--- src/hdl/ccr_pkg.sv ---
// Shared types and constants for the command completion ring.
// Used by the controller, the datapath and the top level; no dependencies.
`default_nettype none

package ccr_pkg;

    // Default sizes, used as the defaults of the top-level parameters.
    localparam int RING_DEPTH_DEF  = 16;
    localparam int MAX_PAYLOAD_DEF = 256;

    // One doorbell retires at most this many entries.
    localparam int DRAIN_LIMIT = 16;
    localparam int DRAIN_N_W   = $clog2(DRAIN_LIMIT);

    // Port field widths.
    localparam int WORD_W     = 32;
    localparam int BYTE_W     = 8;
    localparam int OP_W       = 2;
    localparam int OUT_LEN_W  = 9;
    localparam int OUT_CNT_W  = 5;
    localparam int STATUS_W   = 3;
    localparam int IN_TDATA_W = 72;
    localparam int OUT_TDATA_W = 152;

    // Status word bits.
    localparam logic [STATUS_W-1:0] STS_READY = 3'b001;
    localparam logic [STATUS_W-1:0] STS_DONE  = 3'b010;
    localparam logic [STATUS_W-1:0] STS_ERROR = 3'b100;

    // Result kinds.
    localparam logic KIND_ACK  = 1'b0;
    localparam logic KIND_COMP = 1'b1;

    // Input operation codes; the fourth code is ignored.
    typedef enum logic [OP_W-1:0] {
        OP_BYTE  = 2'd0,
        OP_BELL  = 2'd1,
        OP_CLEAR = 2'd2
    } ccr_op_t;

    // Controller states.
    typedef enum logic {
        STATE_IDLE  = 1'b0,
        STATE_DRAIN = 1'b1
    } ccr_state_t;

    // Commands from the controller to the datapath.
    typedef struct packed {
        logic take_byte;
        logic finish_cmd;
        logic clear_rings;
        logic start_drain;
        logic pop_entry;
    } ccr_cmd_t;

    // Status from the datapath to the controller.
    typedef struct packed {
        logic out_free;
        logic pending_nonzero;
        logic drain_last;
    } ccr_sts_t;

endpackage

`default_nettype wire

--- src/hdl/command_completion_ring.sv ---
// Top level of the command completion ring: controller, datapath and ring store.
// Depends on ccr_pkg, ccr_ctrl, ccr_datapath and ccr_ram.
//
//   Channel | Direction | Transfers
//   s_      | in        | one payload byte, doorbell or ring reset per transfer
//   m_      | out       | one acknowledgment or completion per transfer
//
// Bytes stream one per cycle while the result register is free. A doorbell retires the
// pending entries in order (at most sixteen), each as one completion through the
// result register; s_tready is low meanwhile.
// A finished result waits in an output register; while it waits unread, s_tready is
// low, and a result transfer frees the register for an input transfer in the same cycle.
// Reset is synchronous on aresetn; the ring store needs no clearing pass.
`default_nettype none

module command_completion_ring
    import ccr_pkg::*;
#(
    parameter int RING_DEPTH  = RING_DEPTH_DEF,
    parameter int MAX_PAYLOAD = MAX_PAYLOAD_DEF
) (
    input  wire logic                   aclk,
    input  wire logic                   aresetn,
    input  wire logic                   s_tvalid,
    output logic                        s_tready,
    // From bit 0: cmd_code[31:0], cmd_length[63:32], data_byte[71:64].
    input  wire logic [IN_TDATA_W-1:0]  s_tdata,
    // From bit 0: op[1:0].
    input  wire logic [OP_W-1:0]        s_tuser,
    input  wire logic                   s_tlast,
    output logic                        m_tvalid,
    input  wire logic                   m_tready,
    // From bit 0: accept_status[0], code[32:1], length[41:33], seqno[73:42],
    // checksum[105:74], status_word[108:106], cmd_pending_count[113:109],
    // comp_pending_count[118:114], completed_count[150:119], zero fill[151].
    output logic      [OUT_TDATA_W-1:0] m_tdata,
    // From bit 0: kind[0].
    output logic      [0:0]             m_tuser,
    output logic                        m_tlast
);

    localparam int IDX_W   = $clog2(RING_DEPTH);
    localparam int LEN_W   = $clog2(MAX_PAYLOAD + 1);
    localparam int ENTRY_W = 3 * WORD_W + LEN_W;

    ccr_cmd_t           cmd;
    ccr_sts_t           sts;
    logic               mem_wr_en;
    logic [IDX_W-1:0]   mem_wr_addr;
    logic [ENTRY_W-1:0] mem_wr_data;
    logic [IDX_W-1:0]   mem_rd_addr;
    logic [ENTRY_W-1:0] mem_rd_data;

    // Sequencing of input transfers and doorbell drains.
    ccr_ctrl u_ctrl (
        .aclk     (aclk),
        .aresetn  (aresetn),
        .s_tvalid (s_tvalid),
        .s_tready (s_tready),
        .s_tuser  (s_tuser),
        .s_tlast  (s_tlast),
        .sts      (sts),
        .cmd      (cmd)
    );

    // Collector, pointers, counters and result register.
    ccr_datapath #(
        .RING_DEPTH  (RING_DEPTH),
        .MAX_PAYLOAD (MAX_PAYLOAD)
    ) u_datapath (
        .aclk        (aclk),
        .aresetn     (aresetn),
        .cmd         (cmd),
        .sts         (sts),
        .in_code     (s_tdata[WORD_W-1:0]),
        .in_length   (s_tdata[2*WORD_W-1:WORD_W]),
        .in_byte     (s_tdata[2*WORD_W +: BYTE_W]),
        .mem_wr_en   (mem_wr_en),
        .mem_wr_addr (mem_wr_addr),
        .mem_wr_data (mem_wr_data),
        .mem_rd_addr (mem_rd_addr),
        .mem_rd_data (mem_rd_data),
        .m_tvalid    (m_tvalid),
        .m_tready    (m_tready),
        .m_tdata     (m_tdata),
        .m_tuser     (m_tuser),
        .m_tlast     (m_tlast)
    );

    // Ring store: code, length, sequence number and checksum per entry.
    ccr_ram #(
        .WIDTH (ENTRY_W),
        .DEPTH (RING_DEPTH)
    ) u_ring (
        .aclk    (aclk),
        .wr_en   (mem_wr_en),
        .wr_addr (mem_wr_addr),
        .wr_data (mem_wr_data),
        .rd_addr (mem_rd_addr),
        .rd_data (mem_rd_data)
    );

endmodule

`default_nettype wire

--- src/hdl/ccr_ram.sv ---
// Generic single-port-write, single-port-read RAM with a registered read.
// No dependencies.
`default_nettype none

module ccr_ram #(
    parameter int WIDTH = 8,
    parameter int DEPTH = 16,
    localparam int ADDR_W = $clog2(DEPTH)
) (
    input  wire logic              aclk,
    input  wire logic              wr_en,
    input  wire logic [ADDR_W-1:0] wr_addr,
    input  wire logic [WIDTH-1:0]  wr_data,
    input  wire logic [ADDR_W-1:0] rd_addr,
    output logic      [WIDTH-1:0]  rd_data
);

    logic [WIDTH-1:0] mem [DEPTH];
    logic [WIDTH-1:0] rd_data_reg;

    // Write port.
    always_ff @(posedge aclk) begin
        if (wr_en) begin
            mem[wr_addr] <= wr_data;
        end
    end

    // Registered read port; a read of the address being written returns old data.
    always_ff @(posedge aclk) begin
        rd_data_reg <= mem[rd_addr];
    end

    assign rd_data = rd_data_reg;

endmodule

`default_nettype wire

--- src/hdl/ccr_ctrl.sv ---
// Controller state machine for the command completion ring.
// Depends on ccr_pkg for the state, opcode, command and status types.
`default_nettype none

module ccr_ctrl
    import ccr_pkg::*;
(
    input  wire logic            aclk,
    input  wire logic            aresetn,
    input  wire logic            s_tvalid,
    output logic                 s_tready,
    input  wire logic [OP_W-1:0] s_tuser,
    input  wire logic            s_tlast,
    input  wire ccr_sts_t        sts,
    output ccr_cmd_t             cmd
);

    ccr_state_t state_reg, state_next;

    // State register.
    always_ff @(posedge aclk) begin
        if (!aresetn) begin
            state_reg <= STATE_IDLE;
        end else begin
            state_reg <= state_next;
        end
    end

    // Next state and commands.
    always_comb begin
        state_next = state_reg;
        s_tready   = 1'b0;
        cmd        = '0;
        case (state_reg)
            STATE_IDLE: begin
                // An input transfer is taken only when the result register can take a load.
                s_tready = sts.out_free;
                if (s_tvalid && sts.out_free) begin
                    case (s_tuser)
                        OP_BYTE: begin
                            cmd.take_byte  = 1'b1;
                            cmd.finish_cmd = s_tlast;
                        end
                        OP_BELL: begin
                            if (sts.pending_nonzero) begin
                                cmd.start_drain = 1'b1;
                                state_next      = STATE_DRAIN;
                            end
                        end
                        OP_CLEAR: begin
                            cmd.clear_rings = 1'b1;
                        end
                        default: begin
                        end
                    endcase
                end
            end
            STATE_DRAIN: begin
                // One completion per free cycle of the result register.
                if (sts.out_free) begin
                    cmd.pop_entry = 1'b1;
                    if (sts.drain_last) begin
                        state_next = STATE_IDLE;
                    end
                end
            end
            default: begin
                state_next = STATE_IDLE;
            end
        endcase
    end

    // A drain is only started with something to drain.
    assert property (@(posedge aclk) disable iff (!aresetn)
        cmd.start_drain |-> sts.pending_nonzero)
        else $error("drain started with an empty ring");

    // The last pop of a drain returns the controller to idle.
    assert property (@(posedge aclk) disable iff (!aresetn)
        (cmd.pop_entry && sts.drain_last) |=> (state_reg == STATE_IDLE))
        else $error("drain did not end after its last entry");

    // No input is taken while entries are being retired.
    assert property (@(posedge aclk) disable iff (!aresetn)
        cmd.pop_entry |-> !(cmd.take_byte || cmd.clear_rings || cmd.start_drain))
        else $error("input taken during a drain");

endmodule

`default_nettype wire

--- src/hdl/ccr_datapath.sv ---
// Datapath for the command completion ring: payload collector, ring pointers,
// counters and the result register. Depends on ccr_pkg; the ring store is external.
`default_nettype none

module ccr_datapath
    import ccr_pkg::*;
#(
    parameter int RING_DEPTH  = RING_DEPTH_DEF,
    parameter int MAX_PAYLOAD = MAX_PAYLOAD_DEF,
    localparam int IDX_W   = $clog2(RING_DEPTH),
    localparam int CNT_W   = $clog2(RING_DEPTH + 1),
    localparam int LEN_W   = $clog2(MAX_PAYLOAD + 1),
    localparam int ENTRY_W = 3 * WORD_W + LEN_W
) (
    input  wire logic                   aclk,
    input  wire logic                   aresetn,
    input  wire ccr_cmd_t               cmd,
    output ccr_sts_t                    sts,
    input  wire logic [WORD_W-1:0]      in_code,
    input  wire logic [WORD_W-1:0]      in_length,
    input  wire logic [BYTE_W-1:0]      in_byte,
    output logic                        mem_wr_en,
    output logic      [IDX_W-1:0]       mem_wr_addr,
    output logic      [ENTRY_W-1:0]     mem_wr_data,
    output logic      [IDX_W-1:0]       mem_rd_addr,
    input  wire logic [ENTRY_W-1:0]     mem_rd_data,
    output logic                        m_tvalid,
    input  wire logic                   m_tready,
    output logic      [OUT_TDATA_W-1:0] m_tdata,
    output logic      [0:0]             m_tuser,
    output logic                        m_tlast
);

    // Command collector.
    logic                 collecting_reg, collecting_next;
    logic [WORD_W-1:0]    held_code_reg, held_code_next;
    logic [LEN_W-1:0]     held_len_reg, held_len_next;
    logic [LEN_W-1:0]     byte_cnt_reg, byte_cnt_next;
    logic [WORD_W-1:0]    run_sum_reg, run_sum_next;

    // Ring pointers and counters.
    logic [IDX_W-1:0]     head_reg, head_next;
    logic [IDX_W-1:0]     tail_reg, tail_next;
    logic [CNT_W-1:0]     pending_reg, pending_next;
    logic [CNT_W-1:0]     done_cnt_reg, done_cnt_next;
    logic [WORD_W-1:0]    total_reg, total_next;
    logic [WORD_W-1:0]    next_seq_reg, next_seq_next;
    logic [STATUS_W-1:0]  status_reg, status_next;
    logic [DRAIN_N_W-1:0] drain_n_reg, drain_n_next;

    // Result register.
    logic                 out_valid_reg, out_valid_next;
    logic                 out_kind_reg, out_kind_next;
    logic                 out_rej_reg, out_rej_next;
    logic [WORD_W-1:0]    out_code_reg, out_code_next;
    logic [OUT_LEN_W-1:0] out_len_reg, out_len_next;
    logic [WORD_W-1:0]    out_seq_reg, out_seq_next;
    logic [WORD_W-1:0]    out_sum_reg, out_sum_next;
    logic [STATUS_W-1:0]  out_status_reg, out_status_next;
    logic [OUT_CNT_W-1:0] out_pend_reg, out_pend_next;
    logic [OUT_CNT_W-1:0] out_done_reg, out_done_next;
    logic [WORD_W-1:0]    out_total_reg, out_total_next;
    logic                 out_last_reg, out_last_next;

    // View of the command that the current byte belongs to.
    logic [WORD_W-1:0]    cur_code;
    logic [LEN_W-1:0]     clamped_len;
    logic [LEN_W-1:0]     cur_len;
    logic [LEN_W-1:0]     cur_cnt;
    logic [WORD_W-1:0]    cur_sum;
    logic                 byte_in;
    logic [LEN_W-1:0]     new_cnt;
    logic [WORD_W-1:0]    new_sum;

    logic                 ring_full;
    logic [IDX_W-1:0]     head_inc;
    logic [IDX_W-1:0]     tail_inc;
    logic [CNT_W-1:0]     done_inc;

    // Fields of the entry at the head of the ring.
    logic [WORD_W-1:0]    rd_code;
    logic [LEN_W-1:0]     rd_len;
    logic [WORD_W-1:0]    rd_seq;
    logic [WORD_W-1:0]    rd_sum;

    // The first byte of a command supplies its code and clamped length.
    assign clamped_len = (in_length > WORD_W'(MAX_PAYLOAD)) ? LEN_W'(MAX_PAYLOAD)
                                                            : in_length[LEN_W-1:0];
    assign cur_code = collecting_reg ? held_code_reg : in_code;
    assign cur_len  = collecting_reg ? held_len_reg  : clamped_len;
    assign cur_cnt  = collecting_reg ? byte_cnt_reg  : '0;
    assign cur_sum  = collecting_reg ? run_sum_reg   : '0;

    // Bytes past the clamped length do not count.
    assign byte_in = cur_cnt < cur_len;
    assign new_cnt = byte_in ? cur_cnt + 1'b1 : cur_cnt;
    assign new_sum = byte_in ? cur_sum + WORD_W'(in_byte) : cur_sum;

    // Pointer and counter increments.
    assign ring_full = pending_reg == CNT_W'(RING_DEPTH);
    assign head_inc  = (head_reg == IDX_W'(RING_DEPTH - 1)) ? '0 : head_reg + 1'b1;
    assign tail_inc  = (tail_reg == IDX_W'(RING_DEPTH - 1)) ? '0 : tail_reg + 1'b1;
    assign done_inc  = (done_cnt_reg == CNT_W'(RING_DEPTH)) ? done_cnt_reg
                                                            : done_cnt_reg + 1'b1;

    // Entry layout, from the top: code, length, sequence number, checksum.
    assign rd_sum  = mem_rd_data[WORD_W-1:0];
    assign rd_seq  = mem_rd_data[2*WORD_W-1:WORD_W];
    assign rd_len  = mem_rd_data[2*WORD_W +: LEN_W];
    assign rd_code = mem_rd_data[2*WORD_W+LEN_W +: WORD_W];

    assign mem_wr_addr = tail_reg;
    assign mem_wr_data = {cur_code, cur_len, next_seq_reg, new_sum};

    // The read address follows the next head, so the read data holds the head entry whenever one is retired.
    assign mem_rd_addr = head_next;

    // Status to the controller.
    assign sts.out_free        = !out_valid_reg || m_tready;
    assign sts.pending_nonzero = pending_reg != '0;
    assign sts.drain_last      = (pending_reg == CNT_W'(1)) ||
                                 (drain_n_reg == DRAIN_N_W'(DRAIN_LIMIT - 1));

    // Next-state logic for the collector, the ring and the result register.
    always_comb begin
        collecting_next = collecting_reg;
        held_code_next  = held_code_reg;
        held_len_next   = held_len_reg;
        byte_cnt_next   = byte_cnt_reg;
        run_sum_next    = run_sum_reg;
        head_next       = head_reg;
        tail_next       = tail_reg;
        pending_next    = pending_reg;
        done_cnt_next   = done_cnt_reg;
        total_next      = total_reg;
        next_seq_next   = next_seq_reg;
        status_next     = status_reg;
        drain_n_next    = drain_n_reg;
        mem_wr_en       = 1'b0;

        out_valid_next  = out_valid_reg && !m_tready;
        out_kind_next   = out_kind_reg;
        out_rej_next    = out_rej_reg;
        out_code_next   = out_code_reg;
        out_len_next    = out_len_reg;
        out_seq_next    = out_seq_reg;
        out_sum_next    = out_sum_reg;
        out_status_next = out_status_reg;
        out_pend_next   = out_pend_reg;
        out_done_next   = out_done_reg;
        out_total_next  = out_total_reg;
        out_last_next   = out_last_reg;

        if (cmd.clear_rings) begin
            // Ring reset: all but the result register back to reset values.
            collecting_next = 1'b0;
            held_code_next  = '0;
            held_len_next   = '0;
            byte_cnt_next   = '0;
            run_sum_next    = '0;
            head_next       = '0;
            tail_next       = '0;
            pending_next    = '0;
            done_cnt_next   = '0;
            total_next      = '0;
            next_seq_next   = WORD_W'(1);
            status_next     = STS_READY;
            drain_n_next    = '0;
        end else if (cmd.take_byte) begin
            held_code_next = cur_code;
            held_len_next  = cur_len;
            byte_cnt_next  = new_cnt;
            run_sum_next   = new_sum;
            if (!cmd.finish_cmd) begin
                collecting_next = 1'b1;
            end else begin
                // Last byte: store the command if there is room and acknowledge it.
                collecting_next = 1'b0;
                out_valid_next  = 1'b1;
                out_kind_next   = KIND_ACK;
                out_code_next   = cur_code;
                out_len_next    = OUT_LEN_W'(cur_len);
                out_sum_next    = new_sum;
                out_done_next   = OUT_CNT_W'(done_cnt_reg);
                out_total_next  = total_reg;
                out_last_next   = 1'b1;
                if (ring_full) begin
                    out_rej_next    = 1'b1;
                    out_seq_next    = '0;
                    out_status_next = status_reg | STS_ERROR;
                    out_pend_next   = OUT_CNT_W'(pending_reg);
                end else begin
                    mem_wr_en       = 1'b1;
                    next_seq_next   = next_seq_reg + 1'b1;
                    tail_next       = tail_inc;
                    pending_next    = pending_reg + 1'b1;
                    status_next     = STS_READY;
                    out_rej_next    = 1'b0;
                    out_seq_next    = next_seq_reg;
                    out_status_next = STS_READY;
                    out_pend_next   = OUT_CNT_W'(pending_reg + 1'b1);
                end
            end
        end else if (cmd.pop_entry) begin
            // Retire the head entry as one completion.
            head_next       = head_inc;
            pending_next    = pending_reg - 1'b1;
            done_cnt_next   = done_inc;
            total_next      = total_reg + 1'b1;
            status_next     = STS_READY | STS_DONE;
            drain_n_next    = drain_n_reg + 1'b1;
            out_valid_next  = 1'b1;
            out_kind_next   = KIND_COMP;
            out_rej_next    = 1'b0;
            out_code_next   = rd_code;
            out_len_next    = OUT_LEN_W'(rd_len);
            out_seq_next    = rd_seq;
            out_sum_next    = rd_sum;
            out_status_next = STS_READY | STS_DONE;
            out_pend_next   = OUT_CNT_W'(pending_reg - 1'b1);
            out_done_next   = OUT_CNT_W'(done_inc);
            out_total_next  = total_reg + 1'b1;
            out_last_next   = sts.drain_last;
        end

        // A new drain counts its entries from zero.
        if (cmd.start_drain) begin
            drain_n_next = '0;
        end
    end

    // Control registers.
    always_ff @(posedge aclk) begin
        if (!aresetn) begin
            collecting_reg <= 1'b0;
            held_code_reg  <= '0;
            held_len_reg   <= '0;
            byte_cnt_reg   <= '0;
            run_sum_reg    <= '0;
            head_reg       <= '0;
            tail_reg       <= '0;
            pending_reg    <= '0;
            done_cnt_reg   <= '0;
            total_reg      <= '0;
            next_seq_reg   <= WORD_W'(1);
            status_reg     <= STS_READY;
            drain_n_reg    <= '0;
            out_valid_reg  <= 1'b0;
        end else begin
            collecting_reg <= collecting_next;
            held_code_reg  <= held_code_next;
            held_len_reg   <= held_len_next;
            byte_cnt_reg   <= byte_cnt_next;
            run_sum_reg    <= run_sum_next;
            head_reg       <= head_next;
            tail_reg       <= tail_next;
            pending_reg    <= pending_next;
            done_cnt_reg   <= done_cnt_next;
            total_reg      <= total_next;
            next_seq_reg   <= next_seq_next;
            status_reg     <= status_next;
            drain_n_reg    <= drain_n_next;
            out_valid_reg  <= out_valid_next;
        end
    end

    // Result payload registers.
    always_ff @(posedge aclk) begin
        out_kind_reg   <= out_kind_next;
        out_rej_reg    <= out_rej_next;
        out_code_reg   <= out_code_next;
        out_len_reg    <= out_len_next;
        out_seq_reg    <= out_seq_next;
        out_sum_reg    <= out_sum_next;
        out_status_reg <= out_status_next;
        out_pend_reg   <= out_pend_next;
        out_done_reg   <= out_done_next;
        out_total_reg  <= out_total_next;
        out_last_reg   <= out_last_next;
    end

    // Result channel.
    assign m_tvalid = out_valid_reg;
    assign m_tuser  = out_kind_reg;
    assign m_tlast  = out_last_reg;
    assign m_tdata  = {1'b0, out_total_reg, out_done_reg, out_pend_reg, out_status_reg,
                       out_sum_reg, out_seq_reg, out_len_reg, out_code_reg, out_rej_reg};

    // The pending count never passes the ring depth.
    assert property (@(posedge aclk) disable iff (!aresetn)
        pending_reg <= CNT_W'(RING_DEPTH))
        else $error("pending count above ring depth");

    // Entries are retired only while some are pending.
    assert property (@(posedge aclk) disable iff (!aresetn)
        cmd.pop_entry |-> (pending_reg != '0))
        else $error("pop from an empty ring");

    // A retired entry or a finished command always leaves a result behind.
    assert property (@(posedge aclk) disable iff (!aresetn)
        (cmd.pop_entry || (cmd.take_byte && cmd.finish_cmd)) |=> out_valid_reg)
        else $error("result register not loaded");

    // A completed command stores an entry unless the ring was full.
    assert property (@(posedge aclk) disable iff (!aresetn)
        (cmd.take_byte && cmd.finish_cmd && !ring_full) |=>
            (pending_reg == $past(pending_reg) + 1'b1))
        else $error("accepted command not counted as pending");

endmodule

`default_nettype wire

--- config.mk ---
export PLATFORM = sky130hd
export DESIGN_NAME = command_completion_ring
export DESIGN_NICKNAME = d
export VERILOG_FILES = /design/src/hdl/ccr_pkg.sv /design/src/hdl/command_completion_ring.sv /design/src/hdl/ccr_ram.sv /design/src/hdl/ccr_ctrl.sv /design/src/hdl/ccr_datapath.sv
export SDC_FILE = /design/constraint.sdc
export NUM_CORES = 2
export LEC_CHECK = 0
export BUFFER_PORTS_ARGS = -buffer_cell sky130_fd_sc_hd__buf_2
export CAP_MARGIN = 15
export CORE_MARGIN = 2
export CORE_UTILIZATION = 30
export CTS_BUF_LIST = sky130_fd_sc_hd__clkbuf_8
export DETAILED_ROUTE_END_ITERATION = 6
export HOLD_SLACK_MARGIN = 0.12
export MAX_ROUTING_LAYER = met4
export PLACE_DENSITY_LB_ADDON = 0.12
export SETUP_SLACK_MARGIN = 0.3
export SYNTH_ARGS = -nofsm -noshare
export SYNTH_HDL_FRONTEND = slang
export SYNTH_SLANG_ARGS = --single-unit
--- constraint.sdc ---
create_clock -name aclk -period 13.7 [get_ports aclk]
set_input_delay 3.425 -clock aclk [delete_from_list [all_inputs] [get_ports aclk]]
set_output_delay 3.425 -clock aclk [all_outputs]
set_load 0.05 [all_outputs]
# [After elaboration in Yosys (flattened, before gate mapping)]
# Memories as Yosys holds them, arrays and structs flattened. A register that Yosys moved wholly into a read port is not among the register bits.
# Index checks and enable logic that the tools add are counted.
[word_totals] out_inout_bits=156 input_bits=79 ramBits=1680 elab_cells=147 memories=1 ff_bits=326
[op_classes] n_addsub=10 order_cmp=2 n_eq_ne=10 muxes=77 reduce_logical=16 bitwise_logic=5
[memory_table] memory="u_ring.mem" depth=16 width=105 rd=1 rd_clocked_by_memory_dff=1 write_ports=1 line_no="ccr_ram.sv:18" source="logic [WIDTH-1:0] mem [DEPTH];"
[ops] op="32-bit 2-to-1 mux" count=16
[ops] op="32-bit by 1-bit adder with 32-bit output, second input constant" count=2
[ops] op="9-bit 2-to-1 mux" count=7
[ops] op="5-bit 2-to-1 mux" count=8
[ops] op="32-bit by 8-bit adder with 32-bit output" count=1
[ops] op="32-bit by 9-bit greater-than comparator with 1-bit output, second input constant" count=1
[ops] op="1-bit 2-to-1 mux" count=30
[ops] op="4-bit 2-to-1 mux" count=7
[ops] op="4-bit by 1-bit adder with 4-bit output, second input constant" count=3
[ops] op="4-bit equality test, second input constant" count=3
[ops] op="3-bit 2-to-1 mux" count=4
[ops] op="5-bit by 1-bit adder with 5-bit output, second input constant" count=2
[ops] op="5-bit equality test, second input constant" count=2
[ops] op="9-bit by 1-bit adder with 9-bit output, second input constant" count=1
[ops] op="9-bit less-than comparator" count=1
[ops] op="3-bit AND reduction" count=3
[ops] op="2-bit 2-to-1 mux" count=4
[ops] op="5-bit by 1-bit equality test with 1-bit output, second input constant" count=1
[ops] op="1-bit NOT" count=5
[ops] op="5-bit nonzero test" count=1
[ops] op="5-bit by 1-bit subtractor with 5-bit output, second input constant" count=1
[ops] op="2-bit AND reduction" count=2
[ops] op="3-bit OR reduction" count=1
[ops] op="2-bit by 1-bit equality test with 1-bit output, second input constant" count=1
[ops] op="10 further kinds" count=13

# [Depth between registers and ports, before layout]
[logic_depth] depth_word=10 mapped_depth=16 mapped_depth_nobuf=13

# [By module]
# A second synthesis with hierarchy kept.
[hier_totals] hier_cells=4345 area_unflattened_um2=81156.6
[modules_own_cells] mod="ccr_ram" n_inst=1 cells_each=2688 seq_area_each_um2=52550.4 area_each_um2=64932.3
[modules_own_cells] mod="ccr_datapath" n_inst=1 cells_each=1645 seq_area_each_um2=7957.6 area_each_um2=16096.7
[modules_own_cells] mod="ccr_ctrl" n_inst=1 cells_each=12 seq_area_each_um2=20.0 area_each_um2=127.6

# [Worst setup path after synthesis]
# No wires, ideal clock.
[synth_path] path_kind="input -> register" from="input s_tuser[0]" to="memory u_ring.mem[3][0] (netlist name), enable pin" setup_ns=0.697 path_stages=6 required_ns=13.003 path_slack_ns=0.943 arrival_time_ns=12.060 n_path_buf=1 cell_sequence="or3b_1 -> nor4_2 -> and2_1 -> clkbuf_1 -> nand2_1 -> nor3_1"
[synth_between] elab_chain_cells=9 elab_cells_between_ends=11 cone_classes="1 x eq/ne; 9 x mux; 1 x reduce/logical"
[synth_lines] item="from (decl)" line_no="command_completion_ring.sv:29" source="input wire logic [OP_W-1:0] s_tuser,"
[synth_lines] item="2-bit zero test" line_no="ccr_ctrl.sv:39" source="case (s_tuser)"
[synth_lines] item="2-bit 2-to-1 mux" line_no="ccr_ctrl.sv:39"
[synth_lines] item="4-bit 2-to-1 mux *" line_no="ccr_ctrl.sv:38" source="if (s_tvalid && sts.out_free) begin"
[synth_lines] item="4-bit 2-to-1 mux *" line_no="ccr_ctrl.sv:34" source="case (state_reg)"
[synth_lines] item="1-bit 2-to-1 mux" line_no="ccr_datapath.sv:174" source="if (!cmd.finish_cmd) begin"
[synth_lines] item="1-bit 2-to-1 mux" line_no="ccr_datapath.sv:169" source="end else if (cmd.take_byte) begin"
[synth_lines] item="1-bit 2-to-1 mux *" line_no="ccr_datapath.sv:154" source="if (cmd.clear_rings) begin"
[synth_lines] item="1-bit 2-to-1 mux *" line_no="ccr_ram.sv:23" source="if (wr_en) begin"
[synth_lines] item="1-bit 2-to-1 mux (implied by the code) *" line_no="ccr_ram.sv:24" source="mem[wr_addr] <= wr_data;"
[synth_lines] item="to (decl)" line_no="ccr_ram.sv:18"
# Every way passes the cells marked *; elsewhere a longest branch is shown, timed or not.

# [Worst setup path in the final report]
[layout_path] from="input m_tready" to="output s_tready"
[layout_between] elab_chain_cells=2
[layout_lines] item="from (decl)" line_no="command_completion_ring.sv:32" source="input wire logic m_tready,"
[layout_lines] item="1-bit logical OR" line_no="ccr_datapath.sv:119" source="assign sts.out_free = !out_valid_reg || m_tready;"
[layout_lines] item="1-bit 2-to-1 mux" line_no="ccr_ctrl.sv:34"
[layout_lines] item="to (decl)" line_no="command_completion_ring.sv:25" source="output logic s_tready,"
# Every way passes these cells.

==> out/qor.txt <==
Worst-case clock skew -> 80.1 ps
Final cell area excluding filler cells -> 0.0969 mm2
CTS tree -> done
Unrepaired setup endpoints after global routing -> false
Leading cell type in the layout, fill and taps excluded -> sky130_fd_sc_hd__edfxtp_1
Antenna violations before repair -> 19
Depth of the most critical reg-to-reg path -> 14
Gate family responsible for the most delay along the worst path -> simple AND/OR/NAND/NOR gates
Share of the clock period used by the worst path after layout -> 0.582
Hold-fix buffers at CTS -> 0
Critical register-to-register path startpoint -> u_datapath.collecting_reg
Routed wire length -> 274 mm
Count of cells resized by post-cts repair -> 0
Share of the yosys chip area belonging to registers -> 0.719
Pwr dens -> 136 mW/mm2
Std-Cell Rows -> 194
Number of DRC violations after detailed routing -> 0
Ports -> 235
Global-route wire length before repair -> 392 mm
Worst IR Drop VDD -> 0.0729 mV
Layout net count -> 6,779
Number of buffers inserted by post-CTS setup repair -> 0
Leftover overflow at the end of global routing -> 0
Signed area change from the synthesized netlist to the final layout -> 15.2%
Placer's final routability congestion estimate -> 0.760
Utilization of the core after routing -> 0.347
Net count after synthesis -> 6,487
Starting utilization of the core area -> 0.302
Routed length per instance -> 25.6 um
Slew HR -> 0.242
Critical path capture point -> s_tready
Clock network latency to the later pin of the worst-skew pair -> 1000 ps
Pin count of the biggest net entering global routing -> 171
Pin slew with the least headroom to its limit -> 1130 ps
Critical path buffers and inverters -> 2
Flip-flop count of the largest register after layout -> 1,680
Most frequent cell on the critical path -> sky130_fd_sc_hd__buf_2
Synth warnings -> 0
Post-route ant nets -> 0
Top flip-flop cell by instance count after synthesis -> sky130_fd_sc_hd__edfxtp_1
Detailed-router iteration count before antenna repair -> 5
Horizontal die dimension -> 534 um
Period minus WS final -> 7970 ps
Number of library cell types mapped by synthesis -> 71
Crit path launch -> m_tready
Static leakage power -> 0.0320 uW
# clock sinks -> 2,108
Ratio of routed vias to standard cells -> 5.11
Required @ worst endpoint -> 10,270 ps
Total number of cells along the worst setup path -> 4
Core area -> 0.279 mm2
Data arrival time at the worst-slack endpoint -> 4540 ps
Aggregate global-route resource usage -> 0.193
Number of buffers on the longest clock path -> 4
FMAX -> 126 MHz
Number of cells produced by synthesis -> 6,377
Master cell of the clock root buffer -> sky130_fd_sc_hd__clkbuf_8
Total negative slack for setup checks -> 0 ps
Cell area after placement -> 0.0896 mm2
Status -> finished, final reports clean
Endpoint of the worst register-to-register path -> u_ring.mem[3][27]
Flop2flop setup slack -> 7980 ps
Via total after detailed routing -> 54,700
CP max stage delay -> 470 ps
Syn avg cell area -> 13.2 um2
Leading area contributor after synthesis -> sky130_fd_sc_hd__edfxtp_1
Final Hold Vio Count -> 0
Async set-or-reset flop fraction in the synthesized netlist -> 0
Area share of the largest cell type after synthesis -> 0.653
Count of input and output buffers -> 232
Area of the die -> 0.285 mm2
Worst slack after detailed placement -> 5040 ps
Top library cells by usage in the layout, fill and taps aside -> sky130_fd_sc_hd__edfxtp_1 (1,831), sky130_fd_sc_hd__nand2_1 (1,063), sky130_fd_sc_hd__a21oi_1 (471), sky130_fd_sc_hd__clkbuf_8 (441), sky130_fd_sc_hd__dfxtp_1 (276)
Share of final-layout standard cells stronger than drive strength 1 -> 0.140
Maximum fanout along the worst path -> 5
Final setup margin -> 5730 ps
Die Y-Extent -> 534 um
Final worst hold slack -> 460 ps
Highest-delay cell along the critical path -> sky130_fd_sc_hd__nor2b_1
Count of max-cap constraint violations -> 0
Slew Limit Fails -> 0
Final setup violation count -> 0
Flops & latches, synth -> 2,108
Crit. End Element -> primary output
Placed wire-length estimate after detailed placement -> 136 mm
Detailed Route Iter0 Violations -> 4,287
Top post-synthesis cells by area -> sky130_fd_sc_hd__edfxtp_1 (65%), sky130_fd_sc_hd__dfxtp_1 (6.6%), sky130_fd_sc_hd__nand2_1 (4.7%)
Startpoint class of the critical path -> primary input
Crit Path Class -> in2out
List of cells traversed by the critical path -> buf_2, nor2b_1, nor2_1, buf_2
Min-Delay Path Class -> reg2reg
Number of global-route vias before repair -> 54,700
Number of H-tree branching levels -> 5
Total standard cell area after synthesis -> 0.0842 mm2
Number of enable flip-flop cells after synthesis -> 1,831
Total CTS buffers -> 379
Clock slew seen by the registers of the worst setup and hold paths -> 60 ps
==> synth_stat cells (all sizes together), types with 32 or more instances <==
| cell type | instances |
|---|---|
| o22ai | 105 |
| o311ai | 107 |
| a211oi | 107 |
| nand4 | 36 |
| xor2 | 62 |
| inv | 35 |
| and2 | 32 |
| xnor2 | 70 |
| nor3 | 168 |
| edfxtp | 1831 |
| nor2 | 286 |
| o21ai | 253 |
| mux2 | 59 |
| a21oi | 472 |
| dfxtp | 277 |
| mux2i | 225 |
| o32ai | 105 |
| buf | 70 |
| nand2 | 1065 |
| nand3 | 176 |
| a32oi | 105 |
| clkbuf | 391 |
| or3 | 122 |
==> final cells by class <==
type	instances	area, um2
Clock buffer	441	6070
Fill cell	27500	182000
Clock inverter	261	1180
Timing Repair Buffer	372	2360
Multi-Input combinational cell	3772	22000
Sequential cell	2108	60500
Tap cell	3724	4660
Antenna cell	2	5.00
Inverter	36	143
==> metal layers <==
| metal | up-vias | part of all wire | wire [um] | GRT usage |
|---|---|---|---|---|
| met4 | 0 | 0.027 | 7500 | 0.0567 |
| met5 | - | 0 | 0 | - |
| li1 | 24800 | - | - | - |
| met3 | 417 | 0.045 | 12400 | 0.0241 |
| met1 | 28100 | 0.45 | 124000 | 0.255 |
| met2 | 1481 | 0.48 | 130000 | 0.309 |
==> per-stage QoR <==
stage	total power, uW	std cells
5_1_grt	13700	10700
6_report	13200	10700
3_5_place_dp	7730	10000
2_1_floorplan	7490	6377
4_1_cts	13400	10700
3_3_place_gp	7730	10000
==> power by group <==
| part | internal, uW | switching (uW) | total, uW |
|---|---|---|---|
| Sequential | 6990 | 26.1 | 7020 |
| Clock | 2970 | 2670 | 5640 |
| Combinational | 133 | 438 | 571 |
| Total | 10100 | 3140 | 13200 |
==> worst reg2reg max path, delay by kind of cell (launching register included) <==
| kind | cells | cell delay (ps) |
|---|---|---|
| AOI/OAI and AO/OA | 5 | 1590 |
| xor gates and xnor gates | 1 | 160 |
| adders and majority gates | 1 | 380 |
| buffers and inverters | 1 | 270 |
| DFF | 1 | 500 |
| and+or+nand+nor | 6 | 2460 |
==> logic make-up (layout without fill, tap and decap cells) <==
group           Yosys count  in the layout  share of synthesized area
xor+xnor                132            132                     0.0137
simple gates           1975           1975                      0.102
flops                  2108           2108                      0.719
mux                     284            284                     0.0346
buf+inv                 497           1110                     0.0230
other cells               2              4                  0.0000892
fa+ha+maj                31             31                    0.00470
compound gates         1348           1348                      0.102
==> how the worst min path moves through the flow <==
stage / from / end / slack, ps / cells past startpoint
after floorplan: u_datapath.held_len_reg[8] / u_datapath.held_len_reg[8] / 440 / 2
after global placement: u_datapath.held_len_reg[8] / u_datapath.held_len_reg[8] / 460 / 2
after detailed placement: u_datapath.held_len_reg[8] / u_datapath.held_len_reg[8] / 450 / 2
after CTS: u_datapath.held_len_reg[8] / u_datapath.held_len_reg[8] / 460 / 2
after global routing: u_datapath.held_len_reg[8] / u_datapath.held_len_reg[8] / 480 / 2
final: u_datapath.held_len_reg[8] / u_datapath.held_len_reg[8] / 460 / 2
(Power assumes the default switching activity.)
